[src/hw/rtl/fp8q_pkg.sv]
// shared constants and control types for the fp8 e4m3 block quantizer
package fp8q_pkg;

    localparam int BLOCK_SIZE_DEF = 256;
    localparam int CODES_PER_RESULT_DEF = 8;

    localparam logic [31:0] F32_240 = 32'h4370_0000;
    localparam logic [31:0] F32_QNAN = 32'h7FC0_0000;
    localparam logic [31:0] F32_INF = 32'h7F80_0000;
    localparam logic [31:0] F32_E4M3_MIN_NORM = 32'h3C80_0000;

    localparam logic [6:0] E4M3_NAN = 7'h7F;
    localparam logic [6:0] E4M3_INF = 7'h78;
    localparam logic [6:0] E4M3_MAX = 7'h77;

    typedef struct packed {
        logic wr;
        logic rd;
        logic div_start;
        logic div_scale;
        logic code_wr;
        logic code_zero;
        logic load_scale;
        logic clear_amax;
        logic clear_packed;
    } fp8q_cmd_t;

    typedef struct packed {
        logic div_done;
        logic d_zero;
    } fp8q_stat_t;

endpackage

[src/hw/rtl/fp8q_ctrl.sv]
// controller: block fill, scale computation and group emission sequencing
module fp8q_ctrl #(
    parameter int BLOCK_SIZE = fp8q_pkg::BLOCK_SIZE_DEF,
    parameter int CODES_PER_RESULT = fp8q_pkg::CODES_PER_RESULT_DEF
) (
    input  logic                                clk,
    input  logic                                rst_n,
    input  logic                                in_valid,
    output logic                                in_ready,
    output logic                                out_valid,
    input  logic                                out_ready,
    output logic                                out_last,
    output fp8q_pkg::fp8q_cmd_t                 cmd,
    input  fp8q_pkg::fp8q_stat_t                stat,
    output logic [$clog2(BLOCK_SIZE)-1:0]       addr,
    output logic [((CODES_PER_RESULT > 1) ? $clog2(CODES_PER_RESULT) : 1)-1:0] slot
);
    import fp8q_pkg::*;

    localparam int AW = $clog2(BLOCK_SIZE);
    localparam int EW = $clog2(BLOCK_SIZE + CODES_PER_RESULT);
    localparam int KW = (CODES_PER_RESULT > 1) ? $clog2(CODES_PER_RESULT) : 1;

    localparam logic [2:0] S_LOAD  = 3'd0;
    localparam logic [2:0] S_SCALE = 3'd1;
    localparam logic [2:0] S_SWAIT = 3'd2;
    localparam logic [2:0] S_ELEM  = 3'd3;
    localparam logic [2:0] S_RD    = 3'd4;
    localparam logic [2:0] S_DIV   = 3'd5;
    localparam logic [2:0] S_OUT   = 3'd6;

    logic [2:0]    state_reg;
    logic [2:0]    state_next;
    logic [AW-1:0] fill_reg;
    logic [AW-1:0] fill_next;
    logic [EW-1:0] elem_reg;
    logic [EW-1:0] elem_next;
    logic [KW-1:0] slot_reg;
    logic [KW-1:0] slot_next;
    logic          advance;
    logic          elem_live;

    assign elem_live = (elem_reg < EW'(BLOCK_SIZE));
    assign out_last  = (elem_reg >= EW'(BLOCK_SIZE - 1));

    always_comb
    begin
        state_next = state_reg;
        fill_next  = fill_reg;
        elem_next  = elem_reg;
        slot_next  = slot_reg;
        cmd        = '0;
        in_ready   = 1'b0;
        out_valid  = 1'b0;
        advance    = 1'b0;
        case (state_reg)
            S_LOAD:
            begin
                in_ready = 1'b1;
                if (in_valid)
                begin
                    cmd.wr = 1'b1;
                    if (fill_reg == AW'(BLOCK_SIZE - 1))
                    begin
                        fill_next  = '0;
                        state_next = S_SCALE;
                    end
                    else
                    begin
                        fill_next = fill_reg + AW'(1);
                    end
                end
            end
            S_SCALE:
            begin
                cmd.div_start = 1'b1;
                cmd.div_scale = 1'b1;
                state_next    = S_SWAIT;
            end
            S_SWAIT:
            begin
                cmd.div_scale = 1'b1;
                if (stat.div_done)
                begin
                    cmd.load_scale   = 1'b1;
                    cmd.clear_packed = 1'b1;
                    elem_next        = '0;
                    slot_next        = '0;
                    state_next       = S_ELEM;
                end
            end
            S_ELEM:
            begin
                if (elem_live && !stat.d_zero)
                begin
                    cmd.rd     = 1'b1;
                    state_next = S_RD;
                end
                else
                begin
                    cmd.code_wr   = 1'b1;
                    cmd.code_zero = 1'b1;
                    advance       = 1'b1;
                end
            end
            S_RD:
            begin
                cmd.div_start = 1'b1;
                state_next    = S_DIV;
            end
            S_DIV:
            begin
                if (stat.div_done)
                begin
                    cmd.code_wr = 1'b1;
                    advance     = 1'b1;
                end
            end
            S_OUT:
            begin
                out_valid = 1'b1;
                if (out_ready)
                begin
                    cmd.clear_packed = 1'b1;
                    if (out_last)
                    begin
                        cmd.clear_amax = 1'b1;
                        state_next     = S_LOAD;
                    end
                    else
                    begin
                        elem_next  = elem_reg + EW'(1);
                        slot_next  = '0;
                        state_next = S_ELEM;
                    end
                end
            end
            default:
            begin
                state_next = S_LOAD;
            end
        endcase

        if (advance)
        begin
            if (slot_reg == KW'(CODES_PER_RESULT - 1))
            begin
                state_next = S_OUT;
            end
            else
            begin
                slot_next  = slot_reg + KW'(1);
                elem_next  = elem_reg + EW'(1);
                state_next = S_ELEM;
            end
        end
    end

    always_ff @(posedge clk or negedge rst_n)
    begin
        if (!rst_n)
        begin
            state_reg <= S_LOAD;
            fill_reg  <= '0;
            elem_reg  <= '0;
            slot_reg  <= '0;
        end
        else
        begin
            state_reg <= state_next;
            fill_reg  <= fill_next;
            elem_reg  <= elem_next;
            slot_reg  <= slot_next;
        end
    end

    assign addr = (state_reg == S_LOAD) ? fill_reg : elem_reg[AW-1:0];
    assign slot = slot_reg;

`ifndef SYNTHESIS
    a_load_no_out: assert property (@(posedge clk) disable iff (!rst_n)
        in_ready |-> !out_valid)
        else $error("input taken while a group is shown");

    a_rd_in_block: assert property (@(posedge clk) disable iff (!rst_n)
        cmd.rd |-> (elem_live && !stat.d_zero))
        else $error("sample read outside the block or with zero scale");

    a_last_flag: assert property (@(posedge clk) disable iff (!rst_n)
        (out_valid && !out_last) |-> (elem_reg < EW'(BLOCK_SIZE - 1)))
        else $error("last group flag missing");

    a_done_waited: assert property (@(posedge clk) disable iff (!rst_n)
        stat.div_done |-> ((state_reg == S_SWAIT) || (state_reg == S_DIV)))
        else $error("divider finished with nobody waiting");
`endif

endmodule

[config.mk]
export PLATFORM = sky130hd
export DESIGN_NAME = fp8q_ctrl
export DESIGN_NICKNAME = d
export VERILOG_FILES = /design/src/hw/rtl/fp8q_pkg.sv /design/src/hw/rtl/fp8q_ctrl.sv
export SDC_FILE = /design/constraint.sdc
export NUM_CORES = 1
export LEC_CHECK = 0
export ABC_AREA = 1
export ABC_CLOCK_PERIOD_IN_PS = 2630
export BUFFER_PORTS_ARGS = -buffer_cell sky130_fd_sc_hd__buf_2
export CORE_MARGIN = 5
export CORE_UTILIZATION = 35
export CTS_BUF_LIST = sky130_fd_sc_hd__clkbuf_4 sky130_fd_sc_hd__clkbuf_8
export DETAILED_ROUTE_END_ITERATION = 12
export GPL_TIMING_DRIVEN = 0
export PLACE_DENSITY_LB_ADDON = 0.12
export REMOVE_ABC_BUFFERS = 1
export SKIP_CTS_REPAIR_TIMING = 1
export SLEW_MARGIN = 10
export SYNTH_ARGS = -nofsm -noshare
export SYNTH_HDL_FRONTEND = slang
export SYNTH_SLANG_ARGS = --single-unit
[constraint.sdc]
create_clock -name clk -period 2.63 [get_ports clk]
set_input_delay 0.1315 -clock clk [delete_from_list [all_inputs] [get_ports clk]]
set_output_delay 0.1315 -clock clk [all_outputs]
set_load 0.03 [all_outputs]
* After elaboration in Yosys (flattened, before gate mapping) *
Cells that the tools add are included.

operators by class
  add/sub/neg operators = 3
  order comparisons = 2
  equality and inequality tests = 14
  muxes and demuxes = 42
  reduce and logical (&&, ||, !) cells = 7

operators with widths
  operator                                                                count
  9-bit two-way mux                                                       5
  3-bit two-way mux                                                       12
  3-bit one-hot mux with 7 select lines                                   1
  9-bit one-hot mux with 2 select lines                                   1
  8-bit two-way mux                                                       2
  3-bit != test (second input constant)                                   5
  1-bit two-way mux                                                       14
  3-bit == test (second input constant)                                   4
  9-bit by 1-bit adder with 9-bit output (second input constant)          1
  9-bit by 8-bit >= comparator with 1-bit output (second input constant)  1
  9-bit < comparator (second input constant)                              1
  8-bit by 1-bit adder with 8-bit output (second input constant)          1
  8-bit == test (second input constant)                                   1
  3-bit by 2-bit == test with 1-bit output (second input constant)        2
  2-bit two-way mux                                                       3
  1-bit one-hot mux with 2 select lines                                   3
  3-bit one-hot mux with 2 select lines                                   1
  6-bit AND reduction                                                     1
  2-bit OR reduction                                                      2
  3-bit by 1-bit adder with 3-bit output (second input constant)          1
  3-bit by 1-bit == test with 1-bit output (second input constant)        1
  3-bit zero test                                                         1
  2-bit != test (second input constant)                                   1
  2-bit AND reduction                                                     1
  other kinds (2)                                                         2

word-level totals
  register bits after elaboration = 23

* Depth between registers and ports, before layout *
Gate-level depths: netlist (run 1).

  word-level depth = 6
  depth in mapped cells = 11

* Worst setup path before layout (run 1) *
Ideal clock, no wire load.

  kind = register -> output
  start = reg elem_reg[0]
  end = out cmd[1] (netlist bit)
  arrival = 1.706 ns
  data required time = 2.499 ns
  path slack = 0.793 ns
  cell stages (with the launch flop) = 9
  path buffers = 0
  path through = dfrtp_1 > ha_1 > nand2_1 > nor2_1 > inv_1 > nor3_1 > ha_1 > nor2_1 > a21oi_1

RTL lines
  item                    line              source
  start, declared         fp8q_ctrl.sv:36   logic [EW-1:0] elem_reg;
  start signal, assigned  fp8q_ctrl.sv:172  elem_reg <= elem_next;
  end, declared           fp8q_ctrl.sv:13   output fp8q_pkg::fp8q_cmd_t cmd,

* Worst setup path after layout (run 1) *
  start = reg elem_reg[0]
  end = reg elem_reg[8]

on the way
  longest elaborated chain between the ends = 6
  elaborated cells between the ends (all ways) = 11

ends and longest elaborated chain
  item                                                                                                             line                                                 source
  9-bit by 1-bit adder with 9-bit output / 9-bit by 8-bit >= comparator with 1-bit output (equally long branches)  fp8q_ctrl.sv:132, fp8q_ctrl.sv:153, fp8q_ctrl.sv:44
  9-bit two-way mux                                                                                                fp8q_ctrl.sv:125                                     if (out_last)
  9-bit two-way mux                                                                                                fp8q_ctrl.sv:122                                     if (out_ready)
  9-bit one-hot mux with 2 select lines                                                                            fp8q_ctrl.sv:56                                      case (state_reg)
  9-bit two-way mux                                                                                                fp8q_ctrl.sv:146                                     if (slot_reg == KW'(CODES_PER_RESULT - 1))
  9-bit two-way mux (*)                                                                                            fp8q_ctrl.sv:144                                     if (advance)
  via elem_next[8]                                                                                                 fp8q_ctrl.sv:37                                      logic [EW-1:0] elem_next;

Mark *: on every way through the listed nets, which the timed path passes. The rest lies on a longest branch.
A chain may end at the register's enable or synchronous reset.

==> metrics.txt, run 1 <==
status finished, final reports clean; post-synth design cell area 1608 µm²; initial core utilization 36.42%; Setup Skew 0.007367 ns; initial antenna violation count 0; Clock transition at path regs 0.09 ns; CTS Buf Count 3; Die X 77.78 µm; largest net degree at the start of global routing 24; fin. max-slew vios 0; final WL 3754 µm; vias in the first global route 1335; pwr dens 1100 nW/µm²; I/O Buffers 28; Tot Pwr 2.003 mW; Reg2Reg Setup Slack 0.44 ns; placed instance area 1765 µm²; Comb power frac 58.2%; critical path class flop to flop; max FFs per register 9; routability cong. 0.8252; Final Critical Period 2.189 ns; IO Pins 29; Post-Layout Cell Count 306; first-pass GRT wire length 6354 µm; num rows 24; synth warn 0; Setup WS pre-CTS 0.4533 ns; NetSw 1.086 mW; Final WS setup 0.4413 ns; RR Startpoint elem_reg[0]; RSZ-0062 raised after global routing false; hold path depth 4; Worst slew margin 57.28%; Least-Margin Pin Slew 0.6389 ns; Setup TNS 0 ns; Max Cap Viol 0; Max Fclk 456.9 MHz; share of cells above drive strength 1 20.08%; CTS tree built; Fin. Hold Viols 0; sequential share of the synthesized area 35.80%; DRC Markers 0; Pleak 1.053 nW; die area 6049 µm²; Post-DRT Antenna Nets 0; Yosys top cell area share 35.80%; Pint 0.9170 mW; Worst Path Required 2.84 ns; clk root buf clkbuf_8; Min-Delay Endpoint fill_reg[3]; Finish-stage setup viols 0; Post-DP HPWL 2873 µm; Tcrit/Tclk final 83.22%; via count 1457; Cells after DPL 301; die height 77.78 µm; Seq pwr share 30.4%; Hold Path Class input pin to flop; clock power share 11.4%; crit start category flop; Area Overhead vs Synth 13.31%; level count of the clock H-tree 1; Worst Path Max Fanout 12; # diodes 0; post-synth cell types 26; First-pass DRT Iterations 4; routed vias/inst 4.761; main area contributors after synthesis dfrtp_1, nand2_1, inv_1; Core Region 4414 µm²; clk buf depth 2; sw frac 54.23%; Reg2Reg Depth 11; Post-Syn Instances 227; Clock Latency Late Sink 0.27 ns; gr usage total 12.68%; grt ovf 0; final core utilization 41.27%; DRT iter0 DRCs 55; Hold WS 0.2485 ns; VDD IR max 0.3227 mV; CP Capture Type flop; routed length per instance 12.27 µm; Hold Startpoint in_valid; Worst R2R End elem_reg[8]; final instance area 1822 µm²; FILL cells 475; Arrival @ worst endpoint 2.40 ns; Final Net Count 266; clock sinks 23; mean area per synthesized cell 7.083 µm²; Yosys reg bits 23; Synth area leader dfrtp_1
[per-layer routing]
| layer | wire, µm | track usage [%] |
|---|---|---|
| met4 | 31 | 2.577 |
| met1 | 1746 | 16.90 |
| met3 | 139 | 2.778 |
| met2 | 1836 | 21.04 |
| met5 | 0 | 0 |
[worst max-delay path by stage]
stage,startpoint,to,slack (ns),depth (start not counted)
3_3_place_gp,elem_reg[0],elem_reg[5],0.43,11
6_report,elem_reg[0],elem_reg[8],0.44,11
4_1_cts,elem_reg[0],elem_reg[8],0.43,11
5_1_grt,elem_reg[0],elem_reg[8],0.18,11
2_1_floorplan,elem_reg[0],cmd[1],0.79,8
3_5_place_dp,elem_reg[0],elem_reg[2],0.45,11
[critical path: stages, from the launching register on]
cell     delay [ns]
dfrtp_1        0.44
ha_1           0.25
nand2_1        0.10
nor2_1         0.06
inv_1          0.09
nor3_1         0.06
ha_1           0.17
nor2_1         0.28
nand3_2        0.30
nand2_2        0.25
nand2_1        0.07
nand2_1        0.07
[placed cells by master, fill, tap and decap left out]
| cell | Yosys | routed |
|---|---|---|
| nor3_1 | 3 | 3 |
| and2_4 | 1 | 1 |
| inv_2 | 2 | 2 |
| nand2_4 | 3 | 3 |
| nand2_2 | 4 | 4 |
| nor3_2 | 1 | 1 |
| buf_2 | 2 | 28 |
| nand2_1 | 73 | 73 |
| clkinv_2 | 0 | 1 |
| dfrtp_1 | 23 | 23 |
| xor2_1 | 5 | 5 |
| nor2_1 | 15 | 15 |
| inv_1 | 31 | 31 |
| or2_2 | 2 | 2 |
| clkbuf_8 | 0 | 3 |
| nand4_1 | 16 | 16 |
| a21oi_1 | 6 | 6 |
| o21bai_1 | 1 | 1 |
| nand3_2 | 1 | 1 |
| dlygate4sd3_1 | 0 | 1 |
| ha_1 | 5 | 5 |
| nor2_4 | 1 | 1 |
| nor2_8 | 1 | 1 |
| o21ai_0 | 11 | 11 |
| nand3_1 | 12 | 12 |
| nor2_2 | 3 | 3 |
| or2_0 | 1 | 1 |
[final cells by class]
cell class              count  area [µm²]  area share (%)
multi-input cells         165       860.8           47.25
clock buffers               3       41.29           2.266
clock inverters             1       5.005          0.2747
repair buffers             29       150.1           8.242
inverters                  33       123.9           6.799
flip-flops and latches     23       575.6           31.59
well taps                  52       65.06           3.571
[Yosys cell counts]
| cell | instances |
|---|---|
| a21oi_1 | 6 |
| and2_4 | 1 |
| buf_2 | 2 |
| buf_4 | 2 |
| buf_6 | 2 |
| dfrtp_1 | 23 |
| ha_1 | 5 |
| inv_1 | 31 |
| inv_2 | 2 |
| nand2_1 | 73 |
| nand2_2 | 4 |
| nand2_4 | 3 |
| nand3_1 | 12 |
| nand3_2 | 1 |
| nand4_1 | 16 |
| nor2_1 | 15 |
| nor2_2 | 3 |
| nor2_4 | 1 |
| nor2_8 | 1 |
| nor3_1 | 3 |
| nor3_2 | 1 |
| o21ai_0 | 11 |
| o21bai_1 | 1 |
| or2_0 | 1 |
| or2_2 | 2 |
| xor2_1 | 5 |
[power by group through the flow]
stage | clock network [mW] | registers, mW | logic, mW
6_report | 0.228 | 0.610 | 1.17
5_1_grt | 0.254 | 0.631 | 1.31
4_1_cts | 0.237 | 0.611 | 1.18
3_5_place_dp | 0 | 0.617 | 1.18
3_3_place_gp | 0 | 0.616 | 1.18
2_1_floorplan | 0 | 0.625 | 0.851
[logic make-up (layout without fill, tap and decap cells)]
kind of cell | count (synthesis) | in the layout | share of synthesized area (%)
AND/OR/NAND/NOR | 137 | 137 | 41.17
XOR/XNOR | 5 | 5 | 2.724
buffers and inverters | 39 | 66 | 10.66
flip-flops | 23 | 23 | 35.80
AO/OA/AOI/OAI | 18 | 18 | 5.759
adder cells (fa/ha/maj) | 5 | 5 | 3.891
Power figures use the tool's default switching activity.
==> run 2: changes to the inputs <==
--- a/config.mk
+++ b/config.mk
@@ -6,7 +6,7 @@
 export NUM_CORES = 1
 export LEC_CHECK = 0
 export ABC_AREA = 1
-export ABC_CLOCK_PERIOD_IN_PS = 2630
+export ABC_CLOCK_PERIOD_IN_PS = 1900
 export BUFFER_PORTS_ARGS = -buffer_cell sky130_fd_sc_hd__buf_2
 export CORE_MARGIN = 5
 export CORE_UTILIZATION = 35
==> constraint.sdc (replaced) <==
create_clock -name clk -period 1.9 [get_ports clk]
set_input_delay 0.095 -clock clk [delete_from_list [all_inputs] [get_ports clk]]
set_output_delay 0.095 -clock clk [all_outputs]
set_load 0.03 [all_outputs]
==> run 2 against run 1 <==
Effect of this change:
- the run now ends with setup timing left
- sequential power up 39%
- first-iteration DRC count increased by 31%
- via count rose by 6.7%
- clock skew decreased by 0.0016 ns
- sequential share of layout area is 2.9 points lower
- die area is the same
- largest power group unchanged
- clock power rose by 39%
- non-clock buffer count grew 12
- global-route usage did not move
- combinational power rose by 48%
==> metrics.txt, run 2 (synthesized netlist as in run 1, its figures left out) <==
Max Fclk 508.0 MHz; Clock Latency Late Sink 0.27 ns (about the same); CTS Buf Count 3 (unchanged); pwr dens 1443 nW/µm² (was 1100 nW/µm²); Final Critical Period 1.969 ns; level count of the clock H-tree 1 (unchanged); CP Capture Type output port (was flop); Setup crit start elem_reg[0] (unchanged); Reg2Reg Depth 12 (was 11); Cells after DPL 301 (unchanged); Worst R2R End elem_reg[8] (unchanged); die height 77.78 µm (unchanged); Setup TNS -0.2435 ns (was 0 ns); fin. max-slew vios 0 (unchanged); CP max-delay cell dfrtp_1 (unchanged); Least-Margin Pin Slew 0.5554 ns (was 0.6389 ns); share of cells above drive strength 1 29.59% (was 20.08%); Fin. Hold Viols 0 (unchanged); final instance area 2008 µm² (was 1822 µm²); final core utilization 45.49% (was 41.27%); Area Overhead vs Synth 24.90% (was 13.31%); DRC Markers 0 (unchanged); status finished with violations (was finished, final reports clean); DRT iter0 DRCs 72 (was 55); Tcrit/Tclk final 103.6%; gr usage total 12.68% (unchanged); buffer and inverter count on the worst path 2 (was 1); die area 6049 µm² (unchanged); most frequent cells in the layout nand2_1, inv_1, buf_2, dfrtp_1, nand4_1 (unchanged); clock power share 11.0% (was 11.4%); Worst Path Required 1.80 ns (was 2.84 ns); Pleak 1.122 nW (was 1.053 nW); Final Net Count 279 (was 266); Post-DRT Antenna Nets 0 (unchanged); Post-DP HPWL 2873 µm (unchanged); I/O Buffers 28 (unchanged); FILL cells 450 (was 475); Pint 1.332 mW (was 0.9170 mW); Clock transition at path regs 0.09 ns (about the same); clock sinks 23 (unchanged); WP depth 9 (was 11); Worst slew margin 62.97% (was 57.28%); Seq pwr share 29.3% (was 30.4%); IO Pins 29 (unchanged); Core Region 4414 µm² (unchanged); grt ovf 0 (unchanged); Finish-stage setup viols 11 (was 0); Tot Pwr 2.897 mW (was 2.003 mW); Setup Skew 0.005775 ns (was 0.007367 ns); first-pass GRT wire length 6354 µm (unchanged); crit start category flop (unchanged); CTS tree built (unchanged); NetSw 1.565 mW (was 1.086 mW); clk buf depth 2 (unchanged); Max Cap Viol 0 (unchanged); # diodes 0 (unchanged); Final WS setup -0.06867 ns (was 0.4413 ns); routed length per instance 12.71 µm (was 12.27 µm); Worst Path Max Fanout 5 (was 12); vias in the first global route 1335 (unchanged); final WL 4053 µm (was 3754 µm); initial antenna violation count 0 (unchanged); critical path class flop to output port (was flop to flop); initial core utilization 36.42% (unchanged); Hold Path Class input pin to flop (unchanged); cell class contributing the biggest share of worst-path delay adder cells (was simple AND/OR/NAND/NOR gates); Comb power frac 59.7% (was 58.2%); largest net degree at the start of global routing 24 (unchanged); commonest non-fill, non-tap cell in the layout nand2_1 (unchanged); Setup crit end cmd[1] (was elem_reg[8]); Die X 77.78 µm (unchanged); worst path cell trace ha_2 > nand2_2 > nor2_4 > inv_2 > nor3_2 > ha_2 > nor2_4 > a21oi_2 > buf_6 (was ha_1 > nand2_1 > nor2_1 > inv_1 > nor3_1 > ha_1 > nor2_1 > nand3_2 > nand2_2 > nand2_1 > nand2_1); violated checks setup timing; RSZ-0062 raised after global routing true (was false); Reg2Reg Setup Slack -0.05 ns (was 0.44 ns); VDD IR max 0.4468 mV (was 0.3227 mV); placed instance area 1765 µm² (unchanged); num rows 24 (unchanged); via count 1554 (was 1457); Arrival @ worst endpoint 1.87 ns (was 2.40 ns); routed vias/inst 4.871 (was 4.761); max FFs per register 9 (unchanged); Post-Layout Cell Count 319 (was 306); routability cong. 0.8252 (unchanged); CP max stage delay 0.43 ns (was 0.44 ns); sw frac 54.04% (was 54.23%); First-pass DRT Iterations 4 (unchanged); clk root buf clkbuf_8 (unchanged); RR Startpoint elem_reg[1] (was elem_reg[0])
## run 2: changes by cell type in the layout (fill, tap and decap cells not counted), sizes merged
| cell | before | now |
|---|---|---|
| nand3 | 13 | 14 |
| buf | 28 | 40 |
## run 2: worst min path at each step
stage / to / from / cells after the start
final: fill_reg[5] / in_valid / 4
after floorplan: elem_reg[0] / rst_n / 0
after CTS: fill_reg[1] / rst_n / 1
after global routing: fill_reg[5] / in_valid / 4
after global placement: fill_reg[1] / rst_n / 1
after detailed placement: fill_reg[1] / rst_n / 1
## run 2: area by class of cell
cell class / count / area, µm² / area share (%)
repair buffers: 41 / 256.5 / 12.77
flip-flops and latches: 23 / 575.6 / 28.66
well taps: 52 / 65.06 / 3.240
inverters: 33 / 123.9 / 6.168
multi-input cells: 166 / 940.9 / 46.85
clock inverters: 1 / 5.005 / 0.2492
clock buffers: 3 / 41.29 / 2.056
## run 2: stage by stage
stage / setup slack, ns / hold slack [ns]
after floorplan: 0.08052 / -0.2006
after global placement: -0.3032 / 0.1220
after detailed placement: -0.2767 / 0.1135
after CTS: -0.2958 / -0.1850
after global routing: -0.1774 / 0.2007
final: -0.06867 / 0.2062
## run 2: routing by layer
layer	GRT usage, %	share of wire, %
met5	0	0
met4	2.577	0.86
met3	2.778	3.0
met2	21.04	51
met1	16.90	45
## run 2: power groups by stage
stage	registers (mW)	clock network, mW	logic [mW]
after detailed placement	0.854	0	1.64
after floorplan	0.866	0	1.18
after global placement	0.853	0	1.63
after CTS	0.846	0.328	1.64
final	0.849	0.318	1.73
after global routing	0.876	0.353	1.93
## run 2: worst min-delay path: stages
cell	delay, ns
buf_2	0.11
nand4_1	0.12
nand2_1	0.09
nor2_1	0.04
==> run 3: changes to the inputs <==
--- a/config.mk
+++ b/config.mk
@@ -6,7 +6,7 @@
 export NUM_CORES = 1
 export LEC_CHECK = 0
 export ABC_AREA = 1
-export ABC_CLOCK_PERIOD_IN_PS = 1900
+export ABC_CLOCK_PERIOD_IN_PS = 1800
 export BUFFER_PORTS_ARGS = -buffer_cell sky130_fd_sc_hd__buf_2
 export CORE_MARGIN = 5
 export CORE_UTILIZATION = 35
==> constraint.sdc (replaced) <==
create_clock -name clk -period 1.8 [get_ports clk]
set_input_delay 0.09 -clock clk [delete_from_list [all_inputs] [get_ports clk]]
set_output_delay 0.09 -clock clk [all_outputs]
set_load 0.03 [all_outputs]
==> run 3 against run 2 <==
Effect of this change:
- via count decreased by 0.26%
- highest routed layer unchanged
- routed wire length decreased by 0.81%
- critical path depth unchanged
- cell count decreased by 0.94%
- worst setup slack got worse by 0.054 ns
- critical endpoint unchanged
- clock power increased by 6%
- combinational power increased by 5%
- the run still ends with setup timing left
- utilization decreased by 0.23 points
- register-to-register slack about the same
- power increased by 5.8%
==> metrics.txt, run 3 (synthesized netlist as in run 1, its figures left out) <==
clk buf depth 2 (unchanged); Reg2Reg Depth 12 (unchanged); VDD IR max 0.4724 mV (was 0.4468 mV); commonest non-fill, non-tap cell in the layout nand2_1 (unchanged); most frequent cells in the layout nand2_1, inv_1, buf_2, dfrtp_1, nand4_1 (unchanged); buffer and inverter count on the worst path 2 (unchanged); Hold WS 0.1968 ns (was 0.2062 ns); level count of the clock H-tree 1 (unchanged); Post-Layout Cell Count 316 (was 319); Clock Latency Late Sink 0.27 ns (about the same); I/O Buffers 28 (unchanged); routability cong. 0.8252 (unchanged); routed vias/inst 4.905 (was 4.871); final WL 4020 µm (was 4053 µm); Final WS setup -0.1228 ns (was -0.06867 ns); multi-input logic area 949.7 µm² (was 940.9 µm²); Worst Path Required 1.71 ns (was 1.80 ns); Post-DP HPWL 2873 µm (unchanged); DRT iter0 DRCs 74 (was 72); status finished with violations (unchanged); DR WL met2 2030 µm (was 2067 µm); num rows 24 (unchanged); worst path cell trace ha_2 > nand2_2 > nor2_4 > inv_2 > nor3_2 > ha_2 > nor2_4 > a21oi_2 > buf_6 (unchanged); Post-Route M1 WL 1807 µm (was 1828 µm); met3 routed WL 146 µm (was 122 µm); max FFs per register 9 (unchanged); gr usage total 12.68% (unchanged); Reg2Reg Setup Slack -0.06 ns (was -0.05 ns); Least-Margin Pin Slew 0.5526 ns (was 0.5554 ns); via count 1550 (was 1554); Finish-stage setup viols 12 (was 11); Setup Skew 0.005197 ns (was 0.005775 ns); clk root buf clkbuf_8 (unchanged); Setup TNS -0.5505 ns (was -0.2435 ns); area of all sequential standard cells 579.3 µm² (was 575.6 µm²); Pleak 1.107 nW (was 1.122 nW); Die X 77.78 µm (unchanged); Tcrit/Tclk final 106.8%; hold path depth 4 (unchanged); DRC Markers 0 (unchanged); Hold Path Class input pin to flop (unchanged); WP depth 9 (unchanged); Cells after DPL 301 (unchanged); # diodes 0 (unchanged); vias in the first global route 1335 (unchanged); Max Fclk 520.1 MHz; CP Capture Type output port (unchanged); Final Net Count 276 (was 279); clock sinks 23 (unchanged); Worst Path Max Fanout 6 (was 5); Core Region 4414 µm² (unchanged); crit start category flop (unchanged); initial antenna violation count 0 (unchanged); die height 77.78 µm (unchanged); CP max stage delay 0.43 ns (about the same); violated checks setup timing (unchanged); Clock transition at path regs 0.09 ns (about the same); Area Overhead vs Synth 24.28% (was 24.90%); Post-DRT Antenna Nets 0 (unchanged); largest net degree at the start of global routing 24 (unchanged); Fin. Hold Viols 0 (unchanged); IO Pins 29 (unchanged); top sig layer met4 (unchanged); final core utilization 45.27% (was 45.49%); CTS Buf Count 3 (unchanged); First-pass DRT Iterations 4 (unchanged); Worst slew margin 63.16% (was 62.97%); Final Critical Period 1.923 ns; grt ovf 0 (unchanged); critical path class flop to output port (unchanged); Arrival @ worst endpoint 1.83 ns (was 1.87 ns); die area 6049 µm² (unchanged); first-pass GRT wire length 6354 µm (unchanged); fin. max-slew vios 0 (unchanged); RSZ-0062 raised after global routing true (unchanged); share of cells above drive strength 1 30.30% (was 29.59%); final instance area 1998 µm² (was 2008 µm²); placed instance area 1765 µm² (unchanged); cell class contributing the biggest share of worst-path delay adder cells (unchanged); CTS tree built (unchanged); routed length per instance 12.72 µm (was 12.71 µm); pwr dens 1535 nW/µm² (was 1443 nW/µm²); FILL cells 447 (was 450); Max Cap Viol 0 (unchanged); CP max-delay cell dfrtp_1 (unchanged); initial core utilization 36.42% (unchanged)
## run 3: cell count changes in the layout (fill, tap and decap cells not counted), sizes merged
cell,previous run,this run
buf,40,37
## run 3: area by class of cell
cell class	instances	share of cell area, %
Clock buffer	3	2.066
Clock inverter	1	0.2505
Inverter	33	6.199
Multi-Input combinational cell	166	47.53
Sequential cell	23	28.99
Tap cell	52	3.256
Timing Repair Buffer	38	11.71
## run 3: path summary, 6_finish.rpt
kind | start | to
worst min-delay path | in_valid | fill_reg[5]
worst max register to register | elem_reg[1] | elem_reg[8]
worst min register to register | fill_reg[5] | fill_reg[5]
max in group asynchronous | rst_n | state_reg[0]
worst max-delay path | elem_reg[0] | cmd[1]
min in group asynchronous | rst_n | fill_reg[1]
## run 3: worst reg2reg max path: stages, from the launching register on
cell     delay, ns
dfrtp_1       0.43
ha_2          0.22
nand2_2       0.10
nor2_4        0.04
inv_2         0.07
nor3_2        0.04
ha_2          0.19
nor2_4        0.18
buf_6         0.13
nand3_4       0.12
nand2_8       0.15
nand2_1       0.06
nand2_1       0.06
## run 3: stage by stage
step / setup slack, ns / total power [mW]
floorplan: -0.01948 / 2.157
global placement: -0.4032 / 2.618
detailed placement: -0.3767 / 2.628
CTS: -0.3958 / 2.969
global route: -0.2200 / 3.338
finish: -0.1228 / 3.066
## run 3: report_power, final
group	total [mW]	switching, mW	internal [mW]
Combinational	1.82	1.27	0.550
Sequential	0.909	0.208	0.701
Clock	0.336	0.181	0.155
Total	3.07	1.66	1.41
## run 3: layer usage
layer | vias to the layer above | GRT usage, %
met5 | - | 0
met2 | 23 | 21.04
met1 | 721 | 16.90
met4 | 0 | 2.577
li1 | 802 | -
met3 | 4 | 2.778
